## src/rtl/core/bjsd_pkg.sv

```systemverilog
// shared types and codes for the binary json scalar decoder
package bjsd_pkg;

  // result kinds
  localparam logic [2:0] KIND_NULL   = 3'd0;
  localparam logic [2:0] KIND_TRUE   = 3'd1;
  localparam logic [2:0] KIND_FALSE  = 3'd2;
  localparam logic [2:0] KIND_SINT   = 3'd3;
  localparam logic [2:0] KIND_UINT   = 3'd4;
  localparam logic [2:0] KIND_DOUBLE = 3'd5;
  localparam logic [2:0] KIND_STRING = 3'd6;
  localparam logic [2:0] KIND_ERROR  = 3'd7;

  // type codes of the leading byte
  localparam logic [3:0] TC_LITERAL = 4'h4;
  localparam logic [3:0] TC_INT16   = 4'h5;
  localparam logic [3:0] TC_UINT16  = 4'h6;
  localparam logic [3:0] TC_INT32   = 4'h7;
  localparam logic [3:0] TC_UINT32  = 4'h8;
  localparam logic [3:0] TC_INT64   = 4'h9;
  localparam logic [3:0] TC_UINT64  = 4'hA;
  localparam logic [3:0] TC_DOUBLE  = 4'hB;
  localparam logic [3:0] TC_STRING  = 4'hC;

  localparam logic [7:0] LIT_NULL  = 8'h00;
  localparam logic [7:0] LIT_FALSE = 8'h02;

  localparam int unsigned PREFIX_MAX_BYTES = 5;

  typedef struct packed {
    logic [7:0] data_byte;
    logic       last_byte;
  } in_item_t;

  typedef struct packed {
    logic [2:0]  value_kind;
    logic [63:0] value_bits;
    logic [31:0] string_length;
    logic [2:0]  string_offset;
  } result_t;

endpackage

```

## src/rtl/core/bjsd_if.sv

```systemverilog
// valid/ready channel interfaces for input bytes and decoded results
interface bjsd_in_if;
  logic       valid;
  logic       ready;
  logic [7:0] data_byte;
  logic       last_byte;

  modport source (output valid, data_byte, last_byte, input ready);
  modport sink   (input valid, data_byte, last_byte, output ready);
endinterface

interface bjsd_out_if;
  logic        valid;
  logic        ready;
  logic [2:0]  value_kind;
  logic [63:0] value_bits;
  logic [31:0] string_length;
  logic [2:0]  string_offset;

  modport source (output valid, value_kind, value_bits, string_length, string_offset,
                  input ready);
  modport sink   (input valid, value_kind, value_bits, string_length, string_offset,
                  output ready);
endinterface

```

## src/rtl/core/binary_json_scalar_decoder.sv

```systemverilog
// top level of the binary json scalar decoder
//
// in_ch carries one record byte per transfer with last_byte marking the
// closing byte; the first byte of each record is its type code. out_ch
// carries one decoded result per record: kind, raw or extended value bits,
// string length and string data offset.
// each byte passes an input register, the decode logic and, on the closing
// byte, the result register, which drives out_ch.valid; a full result
// register can hold the closing byte in the input register. one byte is
// taken every cycle while no closing byte waits on a full result register.
// bytes without last_byte produce no result and need no room at the output.
// if the receiver stalls, the pending result holds in the output register;
// bytes keep flowing until a closing byte meets a full output register, then
// in_ch.ready drops once the input register is occupied too.
// a synchronous reset (rst_n low) empties both registers and returns the
// decoder to waiting for a type byte.
module binary_json_scalar_decoder
  import bjsd_pkg::*;
(
  input  logic       clk,
  input  logic       rst_n,
  bjsd_in_if.sink    in_ch,
  bjsd_out_if.source out_ch
);

  in_item_t item;
  logic     item_valid;
  logic     item_take;
  result_t  res;
  logic     res_load;
  logic     out_space;

  bjsd_in_stage u_in_stage (
    .clk        (clk),
    .rst_n      (rst_n),
    .in_ch      (in_ch),
    .item       (item),
    .item_valid (item_valid),
    .item_take  (item_take)
  );

  bjsd_decode u_decode (
    .clk        (clk),
    .rst_n      (rst_n),
    .item       (item),
    .item_valid (item_valid),
    .item_take  (item_take),
    .out_space  (out_space),
    .res        (res),
    .res_load   (res_load)
  );

  bjsd_out_stage u_out_stage (
    .clk       (clk),
    .rst_n     (rst_n),
    .res       (res),
    .res_load  (res_load),
    .out_space (out_space),
    .out_ch    (out_ch)
  );

endmodule

```

## src/rtl/core/bjsd_in_stage.sv

```systemverilog
// input register stage holding one byte ahead of the decoder
module bjsd_in_stage
  import bjsd_pkg::*;
(
  input  logic     clk,
  input  logic     rst_n,
  bjsd_in_if.sink  in_ch,
  output in_item_t item,
  output logic     item_valid,
  input  logic     item_take
);

  logic     valid_r;
  in_item_t item_r;

  assign in_ch.ready = !valid_r || item_take;
  assign item        = item_r;
  assign item_valid  = valid_r;

  always_ff @(posedge clk) begin
    if (!rst_n) begin
      valid_r <= 1'b0;
    end else if (in_ch.ready) begin
      valid_r <= in_ch.valid;
    end
  end

  always_ff @(posedge clk) begin
    if (in_ch.valid && in_ch.ready) begin
      item_r.data_byte <= in_ch.data_byte;
      item_r.last_byte <= in_ch.last_byte;
    end
  end

endmodule

```

## src/rtl/core/bjsd_decode.sv

```systemverilog
// record state and per-byte decode, producing a result on the closing byte
module bjsd_decode
  import bjsd_pkg::*;
(
  input  logic     clk,
  input  logic     rst_n,
  input  in_item_t item,
  input  logic     item_valid,
  output logic     item_take,
  input  logic     out_space,
  output result_t  res,
  output logic     res_load
);

  localparam logic [1:0] PH_TYPE   = 2'd0;
  localparam logic [1:0] PH_FIXED  = 2'd1;
  localparam logic [1:0] PH_PREFIX = 2'd2;
  localparam logic [1:0] PH_BODY   = 2'd3;

  localparam logic [32:0] COUNT_MAX = '1;

  logic [1:0]  phase_r,  phase_nxt;
  logic [3:0]  type_r,   type_nxt;
  logic [32:0] cnt_r,    cnt_nxt;
  logic [63:0] vacc_r,   vacc_nxt;
  logic [34:0] lacc_r,   lacc_nxt;
  logic [2:0]  lcnt_r,   lcnt_nxt;
  logic        err_r,    err_nxt;

  logic [7:0]  b;
  logic [35:0] str_need;
  logic        short8;

  assign b         = item.data_byte;
  assign item_take = item_valid && (!item.last_byte || out_space);
  assign res_load  = item_take && item.last_byte;

  // state update for one byte
  always_comb begin
    phase_nxt = phase_r;
    type_nxt  = type_r;
    cnt_nxt   = cnt_r;
    vacc_nxt  = vacc_r;
    lacc_nxt  = lacc_r;
    lcnt_nxt  = lcnt_r;
    err_nxt   = err_r;
    if (phase_r == PH_TYPE) begin
      type_nxt  = b[3:0];
      err_nxt   = !((b >= {4'h0, TC_LITERAL}) && (b <= {4'h0, TC_STRING}));
      phase_nxt = (b == {4'h0, TC_STRING}) ? PH_PREFIX : PH_FIXED;
      cnt_nxt   = '0;
      vacc_nxt  = '0;
      lacc_nxt  = '0;
      lcnt_nxt  = '0;
    end else begin
      // only the first eight payload bytes land in the value
      if (cnt_r[32:3] == '0) begin
        for (int i = 0; i < 8; i++) begin
          if (cnt_r[2:0] == 3'(i)) vacc_nxt[8*i +: 8] = vacc_r[8*i +: 8] | b;
        end
      end
      if (cnt_r != COUNT_MAX) cnt_nxt = cnt_r + 33'd1;
      if (phase_r == PH_PREFIX && lcnt_r < 3'(PREFIX_MAX_BYTES)) begin
        for (int i = 0; i < PREFIX_MAX_BYTES; i++) begin
          if (lcnt_r == 3'(i)) lacc_nxt[7*i +: 7] = lacc_r[7*i +: 7] | b[6:0];
        end
        lcnt_nxt = lcnt_r + 3'd1;
        if (!b[7]) begin
          if (lacc_nxt[34:32] != '0) err_nxt = 1'b1;
          phase_nxt = PH_BODY;
        end else if (lcnt_nxt == 3'(PREFIX_MAX_BYTES)) begin
          err_nxt   = 1'b1;
          phase_nxt = PH_BODY;
        end
      end
    end
  end

  assign str_need = {33'd0, lcnt_nxt} + {1'b0, lacc_nxt};
  assign short8   = (cnt_nxt < 33'd8);

  // result of a record closing on this byte
  always_comb begin
    res = '{value_kind: KIND_ERROR, value_bits: '0, string_length: '0, string_offset: '0};
    if (!err_nxt && phase_nxt != PH_TYPE) begin
      unique case (type_nxt) inside
        TC_LITERAL: begin
          if (cnt_nxt != '0 && vacc_nxt[7:0] <= LIT_FALSE)
            res.value_kind = vacc_nxt[2:0];
        end
        TC_INT16: begin
          if (cnt_nxt >= 33'd2) begin
            res.value_kind = KIND_SINT;
            res.value_bits = {{48{vacc_nxt[15]}}, vacc_nxt[15:0]};
          end
        end
        TC_UINT16: begin
          if (cnt_nxt >= 33'd2) begin
            res.value_kind = KIND_UINT;
            res.value_bits = {48'd0, vacc_nxt[15:0]};
          end
        end
        TC_INT32: begin
          if (cnt_nxt >= 33'd4) begin
            res.value_kind = KIND_SINT;
            res.value_bits = {{32{vacc_nxt[31]}}, vacc_nxt[31:0]};
          end
        end
        TC_UINT32: begin
          if (cnt_nxt >= 33'd4) begin
            res.value_kind = KIND_UINT;
            res.value_bits = {32'd0, vacc_nxt[31:0]};
          end
        end
        TC_INT64, TC_UINT64, TC_DOUBLE: begin
          if (!short8) begin
            res.value_bits = vacc_nxt;
            if (type_nxt == TC_INT64)       res.value_kind = KIND_SINT;
            else if (type_nxt == TC_UINT64) res.value_kind = KIND_UINT;
            else                            res.value_kind = KIND_DOUBLE;
          end
        end
        TC_STRING: begin
          if (phase_nxt == PH_BODY && {3'd0, cnt_nxt} >= str_need) begin
            res.value_kind    = KIND_STRING;
            res.string_length = lacc_nxt[31:0];
            res.string_offset = lcnt_nxt + 3'd1;
          end
        end
        default: res.value_kind = KIND_ERROR;
      endcase
    end
  end

  always_ff @(posedge clk) begin
    if (!rst_n) begin
      phase_r <= PH_TYPE;
      type_r  <= '0;
      cnt_r   <= '0;
      vacc_r  <= '0;
      lacc_r  <= '0;
      lcnt_r  <= '0;
      err_r   <= 1'b0;
    end else if (item_take) begin
      if (item.last_byte) begin
        // record closed, back to waiting for a type byte
        phase_r <= PH_TYPE;
        type_r  <= '0;
        cnt_r   <= '0;
        vacc_r  <= '0;
        lacc_r  <= '0;
        lcnt_r  <= '0;
        err_r   <= 1'b0;
      end else begin
        phase_r <= phase_nxt;
        type_r  <= type_nxt;
        cnt_r   <= cnt_nxt;
        vacc_r  <= vacc_nxt;
        lacc_r  <= lacc_nxt;
        lcnt_r  <= lcnt_nxt;
        err_r   <= err_nxt;
      end
    end
  end

endmodule

```

## src/rtl/core/bjsd_out_stage.sv

```systemverilog
// result register driving the output channel
module bjsd_out_stage
  import bjsd_pkg::*;
(
  input  logic      clk,
  input  logic      rst_n,
  input  result_t   res,
  input  logic      res_load,
  output logic      out_space,
  bjsd_out_if.source out_ch
);

  logic    valid_r;
  result_t res_r;

  assign out_space            = !valid_r || out_ch.ready;
  assign out_ch.valid         = valid_r;
  assign out_ch.value_kind    = res_r.value_kind;
  assign out_ch.value_bits    = res_r.value_bits;
  assign out_ch.string_length = res_r.string_length;
  assign out_ch.string_offset = res_r.string_offset;

  always_ff @(posedge clk) begin
    if (!rst_n) begin
      valid_r <= 1'b0;
    end else if (out_space) begin
      valid_r <= res_load;
    end
  end

  always_ff @(posedge clk) begin
    if (res_load) begin
      res_r <= res;
    end
  end

endmodule

```

## src/flat_wrapper.sv

```systemverilog
// flat-port wrapper written by rule: the top's interface ports become plain ports
module binary_json_scalar_decoder_flat import bjsd_pkg::*;
  (clk, rst_n, in_ch_valid, in_ch_data_byte, in_ch_last_byte, in_ch_ready, out_ch_valid, out_ch_value_kind, out_ch_value_bits, out_ch_string_length, out_ch_string_offset, out_ch_ready);
  bjsd_in_if in_ch_i ();
  bjsd_out_if out_ch_i ();
  input  logic clk;
  input  logic rst_n;
  input wire logic [$bits(in_ch_i.valid)-1:0] in_ch_valid;
  input wire logic [$bits(in_ch_i.data_byte)-1:0] in_ch_data_byte;
  input wire logic [$bits(in_ch_i.last_byte)-1:0] in_ch_last_byte;
  output wire logic [$bits(in_ch_i.ready)-1:0] in_ch_ready;
  output wire logic [$bits(out_ch_i.valid)-1:0] out_ch_valid;
  output wire logic [$bits(out_ch_i.value_kind)-1:0] out_ch_value_kind;
  output wire logic [$bits(out_ch_i.value_bits)-1:0] out_ch_value_bits;
  output wire logic [$bits(out_ch_i.string_length)-1:0] out_ch_string_length;
  output wire logic [$bits(out_ch_i.string_offset)-1:0] out_ch_string_offset;
  input wire logic [$bits(out_ch_i.ready)-1:0] out_ch_ready;
  assign in_ch_i.valid = in_ch_valid;
  assign in_ch_i.data_byte = in_ch_data_byte;
  assign in_ch_i.last_byte = in_ch_last_byte;
  assign in_ch_ready = in_ch_i.ready;
  assign out_ch_valid = out_ch_i.valid;
  assign out_ch_value_kind = out_ch_i.value_kind;
  assign out_ch_value_bits = out_ch_i.value_bits;
  assign out_ch_string_length = out_ch_i.string_length;
  assign out_ch_string_offset = out_ch_i.string_offset;
  assign out_ch_i.ready = out_ch_ready;
  binary_json_scalar_decoder u_core (.clk(clk), .rst_n(rst_n), .in_ch(in_ch_i), .out_ch(out_ch_i));
endmodule
```

## config.mk

```make
export PLATFORM = sky130hd
export DESIGN_NAME = binary_json_scalar_decoder_flat
export DESIGN_NICKNAME = d
export VERILOG_FILES = /design/src/rtl/core/bjsd_pkg.sv /design/src/rtl/core/bjsd_if.sv /design/src/rtl/core/binary_json_scalar_decoder.sv /design/src/rtl/core/bjsd_in_stage.sv /design/src/rtl/core/bjsd_decode.sv /design/src/rtl/core/bjsd_out_stage.sv /design/src/flat_wrapper.sv
export SDC_FILE = /design/constraint.sdc
export NUM_CORES = 1
export LEC_CHECK = 0
export BUFFER_PORTS_ARGS = -buffer_cell sky130_fd_sc_hd__buf_4
export CAP_MARGIN = 20
export CORE_ASPECT_RATIO = 0.7
export CORE_MARGIN = 5
export CORE_UTILIZATION = 50
export DETAILED_ROUTE_END_ITERATION = 8
export PLACE_DENSITY = 0.65
export SLEW_MARGIN = 20
export SYNTH_ARGS = -nofsm -noshare
export SYNTH_HDL_FRONTEND = slang
export SYNTH_SLANG_ARGS = --single-unit
```

## constraint.sdc

```tcl
create_clock -name clk -period 7.9 [get_ports clk]
set_input_delay 0.395 -clock clk [delete_from_list [all_inputs] [get_ports clk]]
set_output_delay 0.395 -clock clk [all_outputs]
set_load 0.03 [all_outputs]
```

==> summary.md <==
| Metric | Value |
|---|---|
| Tmin final | 6.762 ns |
| Area Growth Syn to Fin | 13.43% |
| CTS sink cnt | 255 |
| H-tree depth | 1 |
| Final ANT Viol Nets | 0 |
| FF+latch count, synth | 255 |
| Mapped Nets | 1,603 |
| Number of synthesized flops with an enable pin | 111 |
| Distinct cells, synth | 82 |
| Diodes inserted | 0 |
| Clock Tree Buf Depth | 3 |
| Post-CTS Setup Repair Bufs | 0 |
| Headroom to the max-slew limit | 0.2846 |
| Critical path type | flip-flop to flip-flop |
| Synth top area cells | edfxtp_1 23%, dfxtp_1 20%, a21oi_1 6.4%, nor2_1 4.5%, ha_1 4.3% |
| Largest family of logic cells by synthesized area | simple AND/OR/NAND/NOR gates |
| Clock Pin Slew Worst Setup and Hold Paths | 0.07 ns |
| Total GRT Usage | 0.2658 |
| Power per standard cell area | 175.5 nW/um^2 |
| Routed WL | 43,570 um |
| Pin count of the biggest net entering global routing | 102 |
| Status | completed |
| Core ar. | 27,950 um^2 |
| Leakage | 5.594 nW |
| Max cap viols | 0 |
| Die Ht | 151.1 um |
| DR pass1 iterations | 5 |
| Element type at the critical path end | flip-flop |
| Commonest cells in the synthesized netlist | 183 x a21oi_1, 169 x nor2_1, 144 x dfxtp_1 |
| Adder-Cell Fraction of Synth Area | 0.04450 |
| Wire per inst | 21.96 um |
| Mapped Cells | 1,540 |
| Dpl hpwl | 30,150 um |
| Asr flop ratio synth | 0 |
| YS warnings | 0 |
| Simple-Gate Fraction of Synth Area | 0.2234 |
| Die area | 31,990 um^2 |
| Critical path fanouts, max | 33 |
| Initial antenna violation count | 0 |
| Layout cells sized above 1 | 0.1593 |
| Startpoint Class | flip-flop |
| Vias in the first global route | 11,330 |
| CTS tree | built |
| Final nets | 1,656 |
| Clk_skew | 0.02074 ns |
| CP arrival | 7.14 ns |
| Synth Flop Type | dfxtp_1 |
| Final Slew Violations | 0 |
| Number of port buffers | 116 |
| Final setup TNS | 0 ns |
| Yosys top cell area share | 0.2343 |
| Worst Tran Pin Value | 1.068 ns |
| I/O pin total | 117 |
| First-pass GRT wire length | 67,100 um |
| Vias | 12,330 |
| Num CTS Buffers | 26 |
| Mux share of post-synthesis cell area | 0.009145 |
| Die W | 211.6 um |
| Rows | 51 |
| RSZ-0062 raised after global routing | no |
| Gpl congestion | 0.9148 |
| DR DRC count | 0 |
| Synth Area in XOR/XNOR | 0.03078 |
| Avg Cell Area, Syn | 9.239 um^2 |
| VDD IR max | 0.1332 mV |
| Drt first-iter violations | 1,443 |
| Final hold violation count | 0 |
| Synthesized cell area | 14,230 um^2 |
| Most frequent cell after synthesis | a21oi_1 |
| HP Class | input port to flip-flop |
| DP Worst Slack | 1.276 ns |
| Register area share after synthesis | 0.4369 |
| Final setup margin | 1.138 ns |
| Routed vias/inst | 6.216 |
| Clk_lat worst skew | 0.56 ns |
| GR Overflow Total | 0 |
| Max Fclk | 147.9 MHz |
| Initial core utilization | 0.5091 |
| CTS root buf | clkbuf_16 |
| Compound-Gate Fraction of Synth Area | 0.2096 |
| Worst Path Required | 8.27 ns |
| Final setup violating endpoints | 0 |
| Leading area contributor after synthesis | edfxtp_1 |
| Final Cycle Share | 0.8560 |
-- metrics by stage --
step                instance area [um^2]  power [W]    util  hold WS, ns  std cells
floorplan                          14230   0.001532       -       0.4375       1540
finish                             16140   0.002833  0.5774      0.02188       1984
global route                       16140   0.002911  0.5774     0.004728       1984
CTS                                16130   0.002847  0.5773    0.0003685       1983
detailed placement                 15210   0.001597  0.5443       0.4545       1928
global placement                   15180   0.001596  0.5433       0.4482       1927
-- flip-flops by register name, indices dropped and copies added, names as in the netlist --
register / count
u_core.u_out_stage.out_ch.value_kind: 3
u_core.u_out_stage.out_ch.string_length: 32
u_core.u_out_stage.out_ch.string_offset: 3
u_core.u_in_stage.item_valid: 1
u_core.u_in_stage.item: 9
u_core.u_out_stage.out_ch.value_bits: 64
u_core.u_decode.vacc_r: 64
u_core.u_decode.lacc_r: 35
u_core.u_decode.lcnt_r: 3
u_core.u_decode.err_r: 1
u_core.u_decode.type_r: 4
u_core.u_decode.cnt_r: 33
u_core.u_decode.phase_r: 2
u_core.u_out_stage.out_ch.valid: 1
-- critical path: stages (launching register included) --
cell and delay [ns]:
dfxtp_1 0.39, inv_1 0.14, ha_1 0.23, nor4bb_1 0.88, a21oi_1 0.21, nor2_1 0.21
ha_1 0.20, inv_1 0.05, fa_1 0.40, nor2b_1 0.13, o221ai_1 0.20, nor4_1 0.38
nand2_1 0.23, or4_1 0.63, nor4_1 0.37, xnor2_1 0.12, ha_1 0.28, nor2_1 0.04
or4_1 0.39, a21oi_1 0.16, o21ai_0 0.10, mux2i_1 0.23, nand4_1 0.12, buf_4 0.26
nor3_1 0.21
-- repair_timing --
action,in CTS,in global routing
gates resized for setup,0,0
hold buffers,7,0
hold endpoints to repair,7,0
-- logic make-up (layout without fill, tap and decap cells) --
logic type / after synthesis / after routing
flops: 255 / 255
mux: 13 / 13
compound gates: 445 / 445
buf+inv: 140 / 213
xor+xnor: 50 / 50
simple gates: 587 / 587
fa+ha+maj: 50 / 50
-- cell type report --
class,instances,area [um^2]
flip-flops and latches,255,6216
well taps,371,464.2
clock buffers,33,698.2
repair buffers,146,1131
clock inverters,15,153.9
multi-input cells,1145,7405
inverters,19,71.32
fillers,2478,11810
-- routing by layer --
| metal | GRT usage | up-vias | wire [um] |
|---|---|---|---|
| met2 | 0.3507 | 638 | 16870 |
| met3 | 0.06232 | 75 | 4842 |
| li1 | - | 5753 | - |
| met4 | 0.06695 | 0 | 951 |
| met5 | 0 | - | 0 |
| met1 | 0.4285 | 5867 | 20910 |
-- placed cells by master, fill, tap and decap left out, types with 9 or more instances in the layout --
cell type and n:
nor3_1 53, and2_1 35, ha_1 49, a211oi_1 11, nand2_1 72, edfxtp_1 111
clkbuf_16 27, nand4_1 17, nor4_1 24, xor2_1 14, or2_2 14, nor2_1 166
a21o_1 15, mux2i_1 13, a31oi_1 9, and3_1 26, nand3_1 23, o21ai_0 67
inv_1 19, dfxtp_1 144, nor2b_1 89, xnor2_1 36, nor4bb_1 14, a21oi_1 183
a22oi_1 59, o211ai_2 30, buf_4 137
-- worst paths after layout --
path,startpoint,endpoint,slack [ns],cells after the start
max,u_core.u_decode.lcnt_r[0]$_SDFFE_PN0P_,u_core.u_out_stage.out_ch.string_length[13]$_SDFFCE_PN0P_,1.14,24
min reg2reg,u_core.u_decode.vacc_r[12]$_SDFFE_PN0P_,u_core.u_decode.vacc_r[12]$_SDFFE_PN0P_,0.47,2
max reg2reg,u_core.u_decode.lcnt_r[0]$_SDFFE_PN0P_,u_core.u_out_stage.out_ch.string_length[13]$_SDFFCE_PN0P_,1.14,24
min,in_ch_data_byte[1],u_core.u_in_stage.item[2]$_DFFE_PP_,0.02,1
-- power breakdown --
part / internal, W / switching, W / total (W)
sequential: 0.00139 / 0.0000158 / 0.00140
combinational: 0.0000464 / 0.000125 / 0.000171
clock: 0.000723 / 0.000536 / 0.00126
Note: power is estimated with default switching activity, not from simulation.
